<file path="config.mk">
export PLATFORM = sky130hd
export DESIGN_NAME = intel_hex_record_loader_core_flat
export DESIGN_NICKNAME = d
export VERILOG_FILES = /design/src/sv/ihex_pkg.sv /design/src/sv/ihex_if.sv /design/src/sv/ihex_ram.sv /design/src/sv/ihex_ctrl.sv /design/src/sv/ihex_datapath.sv /design/src/sv/intel_hex_record_loader_core.sv /design/src/flat_wrapper.sv
export SDC_FILE = /design/constraint.sdc
export NUM_CORES = 1
export LEC_CHECK = 0
export CAP_MARGIN = 10
export CORE_ASPECT_RATIO = 0.5
export CORE_MARGIN = 2
export CORE_UTILIZATION = 30
export CTS_CLUSTER_DIAMETER = 40
export CTS_CLUSTER_SIZE = 10
export DETAILED_ROUTE_END_ITERATION = 8
export DONT_BUFFER_PORTS = 1
export HOLD_SLACK_MARGIN = 0.08
export PLACE_DENSITY_LB_ADDON = 0.2
export SLEW_MARGIN = 20
export SYNTH_ARGS = -nofsm -noshare
export SYNTH_HDL_FRONTEND = slang
export SYNTH_SLANG_ARGS = --single-unit
</file>
<file path="constraint.sdc">
create_clock -name clk -period 5.02 [get_ports clk]
set_input_delay 1.255 -clock clk [delete_from_list [all_inputs] [get_ports clk]]
set_output_delay 1.255 -clock clk [all_outputs]
set_load 0.02 [all_outputs]
</file>
<file path="src/sv/ihex_pkg.sv">
`timescale 1ns / 1ps
`default_nettype none
package ihex_pkg;

	localparam logic [1:0] KIND_WRITE = 2'd0;
	localparam logic [1:0] KIND_EOF   = 2'd1;
	localparam logic [1:0] KIND_ERROR = 2'd2;

	localparam logic [2:0] CODE_NONE     = 3'd0;
	localparam logic [2:0] ERR_START     = 3'd0;
	localparam logic [2:0] ERR_SHORT     = 3'd1;
	localparam logic [2:0] ERR_HEX       = 3'd2;
	localparam logic [2:0] ERR_CHECKSUM  = 3'd3;
	localparam logic [2:0] ERR_LENGTH    = 3'd4;
	localparam logic [2:0] ERR_TYPE      = 3'd5;
	localparam logic [2:0] ERR_OVERLONG  = 3'd6;

	localparam logic [7:0] CHAR_NEWLINE = 8'h0A;
	localparam logic [7:0] CHAR_COLON   = 8'h3A;
	localparam logic [3:0] MIN_CHARS    = 4'd11;
	localparam logic [7:0] REC_DATA     = 8'h00;
	localparam logic [7:0] REC_EOF      = 8'h01;
	localparam logic [8:0] HDR_BYTES    = 9'd5;
	localparam logic [8:0] DATA_OFFSET  = 9'd4;

	typedef enum logic [1:0] {
		VERDICT_ERROR,
		VERDICT_EOF,
		VERDICT_DATA
	} verdict_t;

	typedef enum logic [1:0] {
		ST_IDLE,
		ST_ONE,
		ST_READ,
		ST_EMIT
	} state_t;

	typedef struct packed {
		logic in_ready;
		logic take_char;
		logic close_line;
		logic load_single;
		logic read_issue;
		logic load_byte;
	} ctrl_cmd_t;

	typedef struct packed {
		logic     in_valid;
		logic     halted;
		logic     close_req;
		logic     end_empty;
		verdict_t verdict;
		logic     len_zero;
		logic     last_byte;
		logic     slot_free;
	} dp_status_t;

endpackage
`default_nettype wire

</file>
<file path="src/sv/ihex_if.sv">
`timescale 1ns / 1ps
`default_nettype none
interface ihex_char_if;
	logic       valid;
	logic       ready;
	logic [7:0] character;
	logic       stream_end;

	modport source (output valid, output character, output stream_end, input ready);
	modport sink (input valid, input character, input stream_end, output ready);
endinterface

interface ihex_result_if;
	logic        valid;
	logic        ready;
	logic [1:0]  kind;
	logic [15:0] address;
	logic [7:0]  data_byte;
	logic [2:0]  error_code;
	logic        last;

	modport source (
		output valid, output kind, output address, output data_byte,
		output error_code, output last, input ready
	);
	modport sink (
		input valid, input kind, input address, input data_byte,
		input error_code, input last, output ready
	);
endinterface
`default_nettype wire

</file>
<file path="src/sv/ihex_ram.sv">
`timescale 1ns / 1ps
`default_nettype none
module ihex_ram #(
	parameter int WIDTH = 8,
	parameter int DEPTH = 64,
	localparam int AW = (DEPTH > 1) ? $clog2(DEPTH) : 1
) (
	input  wire logic             clk,
	input  wire logic             we,
	input  wire logic [AW-1:0]    waddr,
	input  wire logic [WIDTH-1:0] wdata,
	input  wire logic             re,
	input  wire logic [AW-1:0]    raddr,
	output logic      [WIDTH-1:0] rdata
);

	logic [WIDTH-1:0] mem_q [DEPTH];

	always_ff @(posedge clk) begin
		if (we) begin
			mem_q[waddr] <= wdata;
		end
		if (re) begin
			rdata <= mem_q[raddr];
		end
	end

endmodule
`default_nettype wire

</file>
<file path="src/sv/ihex_ctrl.sv">
`timescale 1ns / 1ps
`default_nettype none
module ihex_ctrl
	import ihex_pkg::*;
(
	input  wire logic       clk,
	input  wire logic       arst_n,
	input  wire dp_status_t status,
	output ctrl_cmd_t       cmd
);

	state_t state_q;
	state_t state_d;
	logic   accept;
	logic   live;

	always_ff @(posedge clk or negedge arst_n) begin
		if (!arst_n) begin
			state_q <= ST_IDLE;
		end else begin
			state_q <= state_d;
		end
	end

	assign accept = status.in_valid && (state_q == ST_IDLE);
	assign live   = accept && !status.halted;

	always_comb begin
		state_d = state_q;
		case (state_q)
			ST_IDLE: begin
				if (live && status.close_req && !status.end_empty) begin
					case (status.verdict)
						VERDICT_DATA: state_d = status.len_zero ? ST_IDLE : ST_READ;
						default:      state_d = ST_ONE;
					endcase
				end
			end
			ST_ONE: begin
				if (status.slot_free) begin
					state_d = ST_IDLE;
				end
			end
			ST_READ: state_d = ST_EMIT;
			ST_EMIT: begin
				if (status.slot_free) begin
					state_d = status.last_byte ? ST_IDLE : ST_READ;
				end
			end
			default: state_d = ST_IDLE;
		endcase
	end

	always_comb begin
		cmd             = '0;
		cmd.in_ready    = (state_q == ST_IDLE);
		cmd.take_char   = live && !status.close_req;
		cmd.close_line  = live && status.close_req && !status.end_empty;
		case (state_q)
			ST_ONE:  cmd.load_single = status.slot_free;
			ST_READ: cmd.read_issue  = 1'b1;
			ST_EMIT: cmd.load_byte   = status.slot_free;
			default: cmd.read_issue  = 1'b0;
		endcase
	end

endmodule
`default_nettype wire

</file>
<file path="src/sv/ihex_datapath.sv">
`timescale 1ns / 1ps
`default_nettype none
module ihex_datapath
	import ihex_pkg::*;
#(
	parameter int LINE_BYTES = 64,
	localparam int AW  = $clog2(LINE_BYTES),
	localparam int BCW = $clog2(LINE_BYTES + 1)
) (
	input  wire logic        clk,
	input  wire logic        arst_n,
	input  wire logic        in_valid,
	input  wire logic [7:0]  character,
	input  wire logic        stream_end,
	input  wire logic        out_ready,
	input  wire ctrl_cmd_t   cmd,
	output dp_status_t       status,
	output logic             out_valid,
	output logic [1:0]       out_kind,
	output logic [15:0]      out_address,
	output logic [7:0]       out_data_byte,
	output logic [2:0]       out_error_code,
	output logic             out_last
);

	function automatic logic [4:0] hex_digit(input logic [7:0] c);
		logic [4:0] r;
		r = 5'd0;
		if (c >= 8'h30 && c <= 8'h39) begin
			r = {1'b1, 4'(c - 8'h30)};
		end else if (c >= 8'h41 && c <= 8'h46) begin
			r = {1'b1, 4'(c - 8'h37)};
		end else if (c >= 8'h61 && c <= 8'h66) begin
			r = {1'b1, 4'(c - 8'h57)};
		end
		return r;
	endfunction

	logic [3:0]     char_cnt_q;
	logic [BCW-1:0] byte_cnt_q;
	logic [3:0]     upper_q;
	logic           phase_q;
	logic [7:0]     sum_q;
	logic           start_ok_q;
	logic           hex_fault_q;
	logic           ovf_q;
	logic           halted_q;
	logic [7:0]     len_q;
	logic [15:0]    addr_q;
	logic [7:0]     type_q;
	logic [1:0]     pend_kind_q;
	logic [2:0]     pend_code_q;
	logic [7:0]     idx_q;
	logic           out_valid_q;
	logic [1:0]     out_kind_q;
	logic [15:0]    out_addr_q;
	logic [7:0]     out_data_q;
	logic [2:0]     out_code_q;
	logic           out_last_q;

	logic [4:0]     digit;
	logic [7:0]     new_byte;
	logic           ram_we;
	logic [AW-1:0]  ram_raddr;
	logic [8:0]     raddr_wide;
	logic [7:0]     ram_rdata;
	verdict_t       verdict;
	logic [2:0]     verdict_code;
	logic           is_last_byte;

	assign digit    = hex_digit(character);
	assign new_byte = {upper_q, digit[3:0]};
	assign ram_we   = cmd.take_char && (char_cnt_q != 4'd0) && phase_q
		&& (byte_cnt_q < BCW'(LINE_BYTES));
	assign raddr_wide = DATA_OFFSET + {1'b0, idx_q};
	assign ram_raddr  = raddr_wide[AW-1:0];
	assign is_last_byte = (idx_q == (len_q - 8'd1));

	always_comb begin
		verdict      = VERDICT_ERROR;
		verdict_code = ERR_START;
		if (char_cnt_q == 4'd0 || !start_ok_q) begin
			verdict_code = ERR_START;
		end else if (char_cnt_q < MIN_CHARS) begin
			verdict_code = ERR_SHORT;
		end else if (hex_fault_q || phase_q) begin
			verdict_code = ERR_HEX;
		end else if (ovf_q) begin
			verdict_code = ERR_OVERLONG;
		end else if (sum_q != 8'd0) begin
			verdict_code = ERR_CHECKSUM;
		end else if (type_q == REC_EOF) begin
			verdict      = VERDICT_EOF;
			verdict_code = CODE_NONE;
		end else if (type_q != REC_DATA) begin
			verdict_code = ERR_TYPE;
		end else if (9'(byte_cnt_q) < (HDR_BYTES + {1'b0, len_q})) begin
			verdict_code = ERR_LENGTH;
		end else begin
			verdict      = VERDICT_DATA;
			verdict_code = CODE_NONE;
		end
	end

	always_comb begin
		status.in_valid  = in_valid;
		status.halted    = halted_q;
		status.close_req = stream_end || (character == CHAR_NEWLINE);
		status.end_empty = stream_end && (char_cnt_q == 4'd0);
		status.verdict   = verdict;
		status.len_zero  = (len_q == 8'd0);
		status.last_byte = is_last_byte;
		status.slot_free = !out_valid_q || out_ready;
	end

	ihex_ram #(
		.WIDTH(8),
		.DEPTH(LINE_BYTES)
	) u_store (
		.clk   (clk),
		.we    (ram_we),
		.waddr (byte_cnt_q[AW-1:0]),
		.wdata (new_byte),
		.re    (cmd.read_issue),
		.raddr (ram_raddr),
		.rdata (ram_rdata)
	);

	always_ff @(posedge clk or negedge arst_n) begin
		if (!arst_n) begin
			char_cnt_q  <= 4'd0;
			byte_cnt_q  <= '0;
			upper_q     <= 4'd0;
			phase_q     <= 1'b0;
			sum_q       <= 8'd0;
			start_ok_q  <= 1'b0;
			hex_fault_q <= 1'b0;
			ovf_q       <= 1'b0;
			halted_q    <= 1'b0;
		end else if (cmd.close_line) begin
			char_cnt_q  <= 4'd0;
			byte_cnt_q  <= '0;
			upper_q     <= 4'd0;
			phase_q     <= 1'b0;
			sum_q       <= 8'd0;
			start_ok_q  <= 1'b0;
			hex_fault_q <= 1'b0;
			ovf_q       <= 1'b0;
		end else if (cmd.take_char) begin
			if (char_cnt_q == 4'd0) begin
				start_ok_q <= (character == CHAR_COLON);
				char_cnt_q <= 4'd1;
			end else begin
				if (char_cnt_q < MIN_CHARS) begin
					char_cnt_q <= char_cnt_q + 4'd1;
				end
				if (!digit[4]) begin
					hex_fault_q <= 1'b1;
				end
				if (!phase_q) begin
					upper_q <= digit[3:0];
					phase_q <= 1'b1;
				end else begin
					phase_q <= 1'b0;
					sum_q   <= sum_q + new_byte;
					if (ram_we) begin
						byte_cnt_q <= byte_cnt_q + BCW'(1);
					end else begin
						ovf_q <= 1'b1;
					end
				end
			end
		end else if (cmd.load_single) begin
			halted_q <= 1'b1;
		end
	end

	// Capture the record header as it is decoded.
	always_ff @(posedge clk) begin
		if (ram_we) begin
			case (byte_cnt_q)
				BCW'(0): len_q          <= new_byte;
				BCW'(1): addr_q[15:8]   <= new_byte;
				BCW'(2): addr_q[7:0]    <= new_byte;
				BCW'(3): type_q         <= new_byte;
				default: type_q         <= type_q;
			endcase
		end
	end

	always_ff @(posedge clk) begin
		if (cmd.close_line) begin
			pend_kind_q <= (verdict == VERDICT_EOF) ? KIND_EOF : KIND_ERROR;
			pend_code_q <= verdict_code;
			idx_q       <= 8'd0;
		end else if (cmd.load_byte) begin
			idx_q <= idx_q + 8'd1;
		end
	end

	always_ff @(posedge clk or negedge arst_n) begin
		if (!arst_n) begin
			out_valid_q <= 1'b0;
		end else if (cmd.load_single || cmd.load_byte) begin
			out_valid_q <= 1'b1;
		end else if (out_ready) begin
			out_valid_q <= 1'b0;
		end
	end

	always_ff @(posedge clk) begin
		if (cmd.load_single) begin
			out_kind_q <= pend_kind_q;
			out_addr_q <= (pend_kind_q == KIND_EOF) ? addr_q : 16'd0;
			out_data_q <= 8'd0;
			out_code_q <= pend_code_q;
			out_last_q <= 1'b1;
		end else if (cmd.load_byte) begin
			out_kind_q <= KIND_WRITE;
			out_addr_q <= addr_q + {8'd0, idx_q};
			out_data_q <= ram_rdata;
			out_code_q <= CODE_NONE;
			out_last_q <= is_last_byte;
		end
	end

	assign out_valid      = out_valid_q;
	assign out_kind       = out_kind_q;
	assign out_address    = out_addr_q;
	assign out_data_byte  = out_data_q;
	assign out_error_code = out_code_q;
	assign out_last       = out_last_q;

endmodule
`default_nettype wire

</file>
<file path="src/sv/intel_hex_record_loader_core.sv">
// Intel HEX record loader.
// chars: one text character per transfer, or a stream_end flag that closes a
// pending line without a newline. results: flash byte writes, one end-of-file
// result, or one coded error result; last marks the final result of a line.
// A character that does not close a line is taken while the loader stays
// ready. A closing character is followed by one load of the output register
// for an error or end-of-file result, or, per data byte, by one line-store
// read and then one load of the output register. The line store is a RAM with
// one write and one registered read port; its read sets the per-byte cost.
// The output register lets the next character be taken while the last result
// of a line still waits; a stalled receiver holds the loader in its emit
// states and then keeps chars.ready low.
// After end-of-file or an error every character is taken and dropped.
// Reset clears the line state and the halt flag; the line store needs no
// clearing, as only entries written in the current line are read.
`timescale 1ns / 1ps
`default_nettype none
module intel_hex_record_loader_core
	import ihex_pkg::*;
#(
	parameter int LINE_BYTES = 64
) (
	input  wire logic      clk,
	input  wire logic      arst_n,
	ihex_char_if.sink      chars,
	ihex_result_if.source  results
);

	ctrl_cmd_t  cmd;
	dp_status_t status;

	ihex_ctrl u_ctrl (
		.clk    (clk),
		.arst_n (arst_n),
		.status (status),
		.cmd    (cmd)
	);

	ihex_datapath #(
		.LINE_BYTES(LINE_BYTES)
	) u_dp (
		.clk            (clk),
		.arst_n         (arst_n),
		.in_valid       (chars.valid),
		.character      (chars.character),
		.stream_end     (chars.stream_end),
		.out_ready      (results.ready),
		.cmd            (cmd),
		.status         (status),
		.out_valid      (results.valid),
		.out_kind       (results.kind),
		.out_address    (results.address),
		.out_data_byte  (results.data_byte),
		.out_error_code (results.error_code),
		.out_last       (results.last)
	);

	assign chars.ready = cmd.in_ready;

endmodule
`default_nettype wire

</file>
<file path="src/flat_wrapper.sv">
// flat-port wrapper written by rule: the top's interface ports become plain ports
module intel_hex_record_loader_core_flat import ihex_pkg::*;
#(
	parameter int LINE_BYTES = 64
)
  (clk, arst_n, chars_valid, chars_character, chars_stream_end, chars_ready, results_valid, results_kind, results_address, results_data_byte, results_error_code, results_last, results_ready);
  ihex_char_if chars_i ();
  ihex_result_if results_i ();
  input  wire logic clk;
  input  wire logic arst_n;
  input wire logic [$bits(chars_i.valid)-1:0] chars_valid;
  input wire logic [$bits(chars_i.character)-1:0] chars_character;
  input wire logic [$bits(chars_i.stream_end)-1:0] chars_stream_end;
  output wire logic [$bits(chars_i.ready)-1:0] chars_ready;
  output wire logic [$bits(results_i.valid)-1:0] results_valid;
  output wire logic [$bits(results_i.kind)-1:0] results_kind;
  output wire logic [$bits(results_i.address)-1:0] results_address;
  output wire logic [$bits(results_i.data_byte)-1:0] results_data_byte;
  output wire logic [$bits(results_i.error_code)-1:0] results_error_code;
  output wire logic [$bits(results_i.last)-1:0] results_last;
  input wire logic [$bits(results_i.ready)-1:0] results_ready;
  assign chars_i.valid = chars_valid;
  assign chars_i.character = chars_character;
  assign chars_i.stream_end = chars_stream_end;
  assign chars_ready = chars_i.ready;
  assign results_valid = results_i.valid;
  assign results_kind = results_i.kind;
  assign results_address = results_i.address;
  assign results_data_byte = results_i.data_byte;
  assign results_error_code = results_i.error_code;
  assign results_last = results_i.last;
  assign results_i.ready = results_ready;
  intel_hex_record_loader_core #(.LINE_BYTES(LINE_BYTES)) u_core (.clk(clk), .arst_n(arst_n), .chars(chars_i), .results(results_i));
endmodule
</file>
Word level (Yosys, flattened, before mapping)
Memory sizes are Yosys's and may differ from the RTL's. A register that Yosys moved wholly into a read port is not among the register bits.
Index checks and enable logic that the tools add are counted.
- register bits: 106
- memory bits (writable): 512
- input port bits: 13
- memories: 1
- add/sub/neg operators: 11
- $lt $le $gt $ge: 9
- equality and inequality tests: 20
- mux-type cells: 73
- bitwise gates (word level): 2
- reductions and logical operators: 52
- memories (memory ; words ; bits a word ; rd ports ; clocked after memory_dff ; wr ports ; line ; text):
    u_core.u_dp.u_store.mem_q ; 64 ; 8 ; 1 ; 1 ; 1 ; ihex_ram.sv:17 ; logic [WIDTH-1:0] mem_q [DEPTH];
- operator list (kind ; count):
    16-bit 2-to-1 mux ; 3
    2-bit 2-to-1 mux ; 18
    7-bit 2-to-1 mux ; 5
    4-bit 2-to-1 mux ; 8
    8-bit 2-to-1 mux ; 4
    1-bit 2-to-1 mux ; 24
    3-bit 2-to-1 mux ; 7
    16-bit by 8-bit adder with 16-bit output ; 1
    8-bit by 7-bit greater-or-equal comparator with 1-bit output (second input constant) ; 2
    8-bit by 7-bit <= comparator with 1-bit output (second input constant) ; 2
    8-bit nonzero test ; 2
    5-bit 2-to-1 mux ; 3
    3-bit AND reduction ; 5
    7-bit by 2-bit equality test with 1-bit output (second input constant) ; 2
    2-bit AND reduction ; 7
    1-bit logical AND ; 12
    2-bit nonzero test ; 6
    2-bit by 1-bit != test with 1-bit output (second input constant) ; 5
    3-bit by 8-bit adder with 9-bit output (first input constant) ; 1
    7-bit by 9-bit < comparator with 1-bit output ; 1
    8-bit by 1-bit adder with 8-bit output (second input constant) ; 1
    8-bit adder ; 1
    8-bit by 1-bit equality test with 1-bit output (second input constant) ; 1
    8-bit by 4-bit equality test with 1-bit output (second input constant) ; 1
    29 further kinds ; 45

Depth between registers and ports, before layout
- depth in word-level cells: 14
- gate-level depth with buffers: 15

Modules after synthesis
From an unflattened synthesis, not the netlist that was laid out.
- cell total of the unflattened synthesis: 1500
- area, all modules: 26172.6 um2
- modules (own cells, without submodules) (module ; times used ; cells an instance ; area each (um2) ; seq. area each (um2)):
    ihex_ram ; 1 ; 940 ; 20246.9 ; 15615.0
    ihex_datapath ; 1 ; 543 ; 5761.8 ; 2807.7
    ihex_ctrl ; 1 ; 17 ; 163.9 ; 50.0

Worst setup path before layout
OpenSTA, ideal clock, no wires.
- path kind: input -> register
- start: input port chars_character[3]
- end: register u_core.u_dp.sum_q[7]
- setup time: 0.130 ns
- arrival time: 5.753 ns
- data required time: 4.890 ns
- setup slack: -0.863 ns
- stages: 11
- path buffers: 0
- path through: or4b_1 -> a311oi_1 -> a21oi_1 -> a31oi_1 -> ha_1 -> nand3_1 -> o211ai_1 -> o41ai_1 -> xor2_1 -> a21oi_1 -> o22ai_1
- word-level cells in the longest chain between the ends: 10
- RTL lines (item ; line ; text):
    start, declared ; flat_wrapper.sv:12 ; input wire logic [$bits(chars_i.character)-1:0] chars_character;
    8-bit by 7-bit greater-or-equal comparator with 1-bit output / 8-bit by 7-bit <= comparator with 1-bit output (equally long branches) ; ihex_datapath.sv:33 ; end else if (c >= 8'h61 && c <= 8'h66) begin
    1-bit logical AND ; ihex_datapath.sv:33 ;
    5-bit 2-to-1 mux ; ihex_datapath.sv:33 ;
    5-bit 2-to-1 mux ; ihex_datapath.sv:31 ; end else if (c >= 8'h41 && c <= 8'h46) begin
    5-bit 2-to-1 mux (*) ; ihex_datapath.sv:29 ; if (c >= 8'h30 && c <= 8'h39) begin
    via u_core.u_dp.digit[2] ; ihex_datapath.sv:61 ; logic [4:0] digit;
    8-bit adder (*) ; ihex_datapath.sv:165 ; sum_q <= sum_q + new_byte;
    8-bit 2-to-1 mux (*) ; ihex_datapath.sv:160 ; if (!phase_q) begin
    8-bit 2-to-1 mux (*) ; ihex_datapath.sv:150 ; if (char_cnt_q == 4'd0) begin
    8-bit 2-to-1 mux (*) ; ihex_datapath.sv:149 ; end else if (cmd.take_char) begin
    8-bit 2-to-1 mux (*) ; ihex_datapath.sv:140 ; end else if (cmd.close_line) begin
    end signal, assigned ; ihex_datapath.sv:165 ;
    end, declared ; ihex_datapath.sv:43 ; logic [7:0] sum_q;
The timed path passes the listed nets; every way through them passes the cells marked *. The select of a mux whose other input is x is not followed.
A chain may end at the register's enable or synchronous reset.

Worst setup path after layout
- start: input port chars_character[0]
- end: memory u_core.u_dp.u_store.mem_q[60][3] (enable)
- word-level cells in the longest chain between the ends: 9
- RTL lines (item ; line ; text):
    8-bit by 4-bit equality test with 1-bit output ; ihex_datapath.sv:108 ; status.close_req = stream_end || (character == CHAR_NEWLINE);
    1-bit logical OR ; ihex_datapath.sv:108 ;
    1-bit logical NOT ; ihex_ctrl.sv:57 ; cmd.take_char = live && !status.close_req;
    1-bit logical AND ; ihex_ctrl.sv:57 ;
    1-bit logical AND (2 in series) ; ihex_datapath.sv:73 ; assign ram_we = cmd.take_char && (char_cnt_q != 4'd0) && phase_q
    1-bit logical AND ; ihex_datapath.sv:74 ; && (byte_cnt_q < BCW'(LINE_BYTES));
    1-bit 2-to-1 mux ; ihex_ram.sv:20 ; if (we) begin
    1-bit 2-to-1 mux (not written as such) ; ihex_ram.sv:21 ; mem_q[waddr] <= wdata;
    end, declared ; ihex_ram.sv:17 ;
No other way between the ends.

==> results.md <==
- Status: completed
- Top cells by area, synth: edfxtp_1 (68%), mux4_2 (11%), dfrtp_1 (3.0%)
- Die area: 87800 sq um
- Internal cell power: 0.00923 W
- Combinational group share of total power: 0.014
- CTS H-tree depth: 3
- Die Span X: 417 um
- Number of buffers added on ports: 0
- Worst Path Max Fanout: 10
- Final-report setup violation count: 0
- Worst path bufs/invs: 1
- Post-Synthesis Cells: 1482
- #FFs+latches synth: 626
- Slew Limit Fails: 0
- Crit path launch type: primary input
- Critical Path Sink Type: flip-flop
- Min Tclk post-route: 3.76 ns
- CTS Buffer Depth: 3
- Critical Path AT: 4.01 ns
- Setup slack, reg-to-reg: 1.53 ns
- WS Path Type: primary input to flip-flop
- Area Overhead vs Synth: 16.4%
- WL/cell: 25.1 um
- Total grt overflow: 0
- Post-route setup TNS: 0 ns
- Sequential Power Share: 0.492
- Share of the synthesized area in the top cell type: 0.678
- Post-Route WL: 68400 um
- Mean Syn Cell Area: 17.3 sq um
- Worst slew margin: 0.289
- Routability cong.: 0.801
- RSZ-0062 raised after global routing: false
- Largest stage delay on the critical path: 0.73 ns
- Synthesized area: 25600 sq um
- First-pass GRT wire length: 99200 um
- Post-CTS Setup Bufs: 0
- Syn_nets: 1533
- Initial drt markers: 1211
- Starting density of the core: 0.304
- Worst skew pair latency: 0.62 ns
- Critical-path top delay cell: nor2_1
- Hold Buf Count CTS: 0
- Hold Vio Cnt, Final: 0
- Req. time, crit path: 5.27 ns
- NumNets Final: 1598
- PostCTS Resize Cnt: 0
- DR vias/cell: 5.11
- Final hold slack: 0.320 ns
- Net switching power: 0.00240 W
- Rows: 75
- Leak: 9.58 nW
- Clk slew on worst S/H paths: 0.06 ns
- Most frequent cells in the layout: edfxtp_1 (578), mux4_2 (128), nor2_1 (116)
- Clock power frac: 0.494
- Fin cells: 2724
- Synth area leader: edfxtp_1
- Yosys cell types: 68
- VDD IR-drop max: 0.230 mV
- Post-route ant nets: 0
- Most common cell after layout, fill and taps aside: edfxtp_1
- Largest net degree at the start of global routing: 70
- Number of global-route vias before repair: 13890
- DR pass1 iterations: 5
- Sequential area share after synthesis: 0.721
- Post-synth top flop: edfxtp_1
- Switching share of power: 0.206
- Cell Chain, Critical Path: inv_1, ha_1, and3b_1, a21oi_1, and3_1, nand3_2, nor2_1
- CP top delay family: simple AND/OR/NAND/NOR gates
- HP Class: primary input to asynchronous set/reset pin
- Vias: 13914
- Root buffer cell: clkbuf_16
- Maximum clock frequency: 266 MHz
- # DRC: 0
- Tcrit/Tclk final: 0.748
- Die height: 211 um
- Core area: 84200 sq um
- Max cap viols: 0
- TritonCTS clock tree: yes
- Ports: 45
- DPL Wire Length: 41700 um
- P per Cell Area: 390 nW/um^2
- Total CTS buffers: 85
- Antenna violations before repair: 1
- Share of cells above drive strength 1: 0.209
- Slew @ Worst Pin: 1.07 ns
- Post-synth EDFFs: 578
- Final core occ: 0.354
- Clock sink count: 626
- Global Route Usage Sum: 0.157
- Pwr Total: 0.0116 W
- Syn. warnings: 0
- Placed Instances: 2576
- Synth async-reset ratio: 0.0495
- Clk_skew: 0.0190 ns
cell type report:
class	instances	area, sq um
fill	7832	54400
sequential	626	18500
multi-input combinational	757	6730
clock buffer	114	2370
tap	1116	1400
timing repair buffer	49	393
clock inverter	32	312
inverter	28	105
antenna	2	5.00
metrics by stage:
| stage | area, sq um | setup WS (ns) |
|---|---|---|
| detailed placement | 27100 | 0.634 |
| floorplan | 25600 | 0.208 |
| finish | 29800 | 1.26 |
| global route | 29800 | 1.08 |
| CTS | 29800 | 1.29 |
| global placement | 27100 | 0.702 |
per-layer routing:
layer | part of all wire | wire (um) | vias to the layer above | global-route usage
met4 | 0.027 | 1850 | 0 | 0.0516
met3 | 0.056 | 3860 | 115 | 0.0328
li1 | - | - | 6052 | -
met5 | 0 | 0 | - | 0
met2 | 0.45 | 31100 | 409 | 0.238
met1 | 0.46 | 31600 | 7338 | 0.225
power groups by stage:
stage,logic (W),registers [W],clock network [W]
after detailed placement,0.000166,0.00582,0
final,0.000162,0.00571,0.00575
after global routing,0.000179,0.00571,0.00608
after CTS,0.000167,0.00571,0.00586
after global placement,0.000166,0.00582,0
after floorplan,0.0000838,0.00581,0
registers in the layout (all words and copies together), names as in the netlist, 7 cells and up:
signal and count:
u_core.u_dp.out_data_byte 8, u_core.u_dp.out_address 16, u_core.u_dp.addr_q 16, u_core.u_dp.type_q 8, u_core.u_dp.u_store.mem_q 512, u_core.u_dp.idx_q 8
u_core.u_dp.len_q 8, u_core.u_dp.u_store.rdata 8, u_core.u_dp.byte_cnt_q 7, u_core.u_dp.sum_q 8
kinds of logic after synthesis:
| kind of cell | synth area share |
|---|---|
| multiplexers | 0.117 |
| flip-flops | 0.721 |
| AND/OR/NAND/NOR | 0.0696 |
| AO/OA/AOI/OAI | 0.0422 |
| adder cells (fa/ha/maj) | 0.0192 |
| buffers and inverters | 0.0171 |
| XOR/XNOR | 0.0137 |
path summary, 6_finish.rpt:
| path | from | depth (start not counted) | endpoint |
|---|---|---|---|
| setup / recovery | chars_character[0] | 7 | u_core.u_dp.u_store.mem_q[60][3] |
| hold / removal | arst_n | 0 | u_core.u_dp.sum_q[3] |
| setup reg to reg | u_core.u_ctrl.state_q[0] | 5 | u_core.u_dp.u_store.mem_q[60][3] |
| hold reg to reg | u_core.u_dp.u_store.rdata[1] | 2 | u_core.u_dp.out_data_byte[1] |
| max in group asynchronous | arst_n | 0 | u_core.u_dp.upper_q[2] |
| min in group clk | u_core.u_dp.u_store.rdata[1] | 2 | u_core.u_dp.out_data_byte[1] |
cells in the mapped netlist, types with 6 or more instances:
cell type and instances:
edfxtp_1 578, mux4_2 128, nor2_1 117, nand2_1 85, nand3_1 58, o22ai_1 45, o21ai_0 40, ha_1 36
clkbuf_1 35, dfrtp_1 31, nor3_1 29, a21oi_1 27, inv_1 27, buf_2 23, xnor2_1 22, xor2_1 18
dfxtp_1 17, and2_1 13, nand2b_1 11, and3_1 8, nor2b_1 8, a31oi_1 7, nor4_1 7, a22o_1 6
buf_4 6, mux2i_1 6, o211ai_1 6, o311ai_0 6
Note: power is estimated with default switching activity, not from simulation.
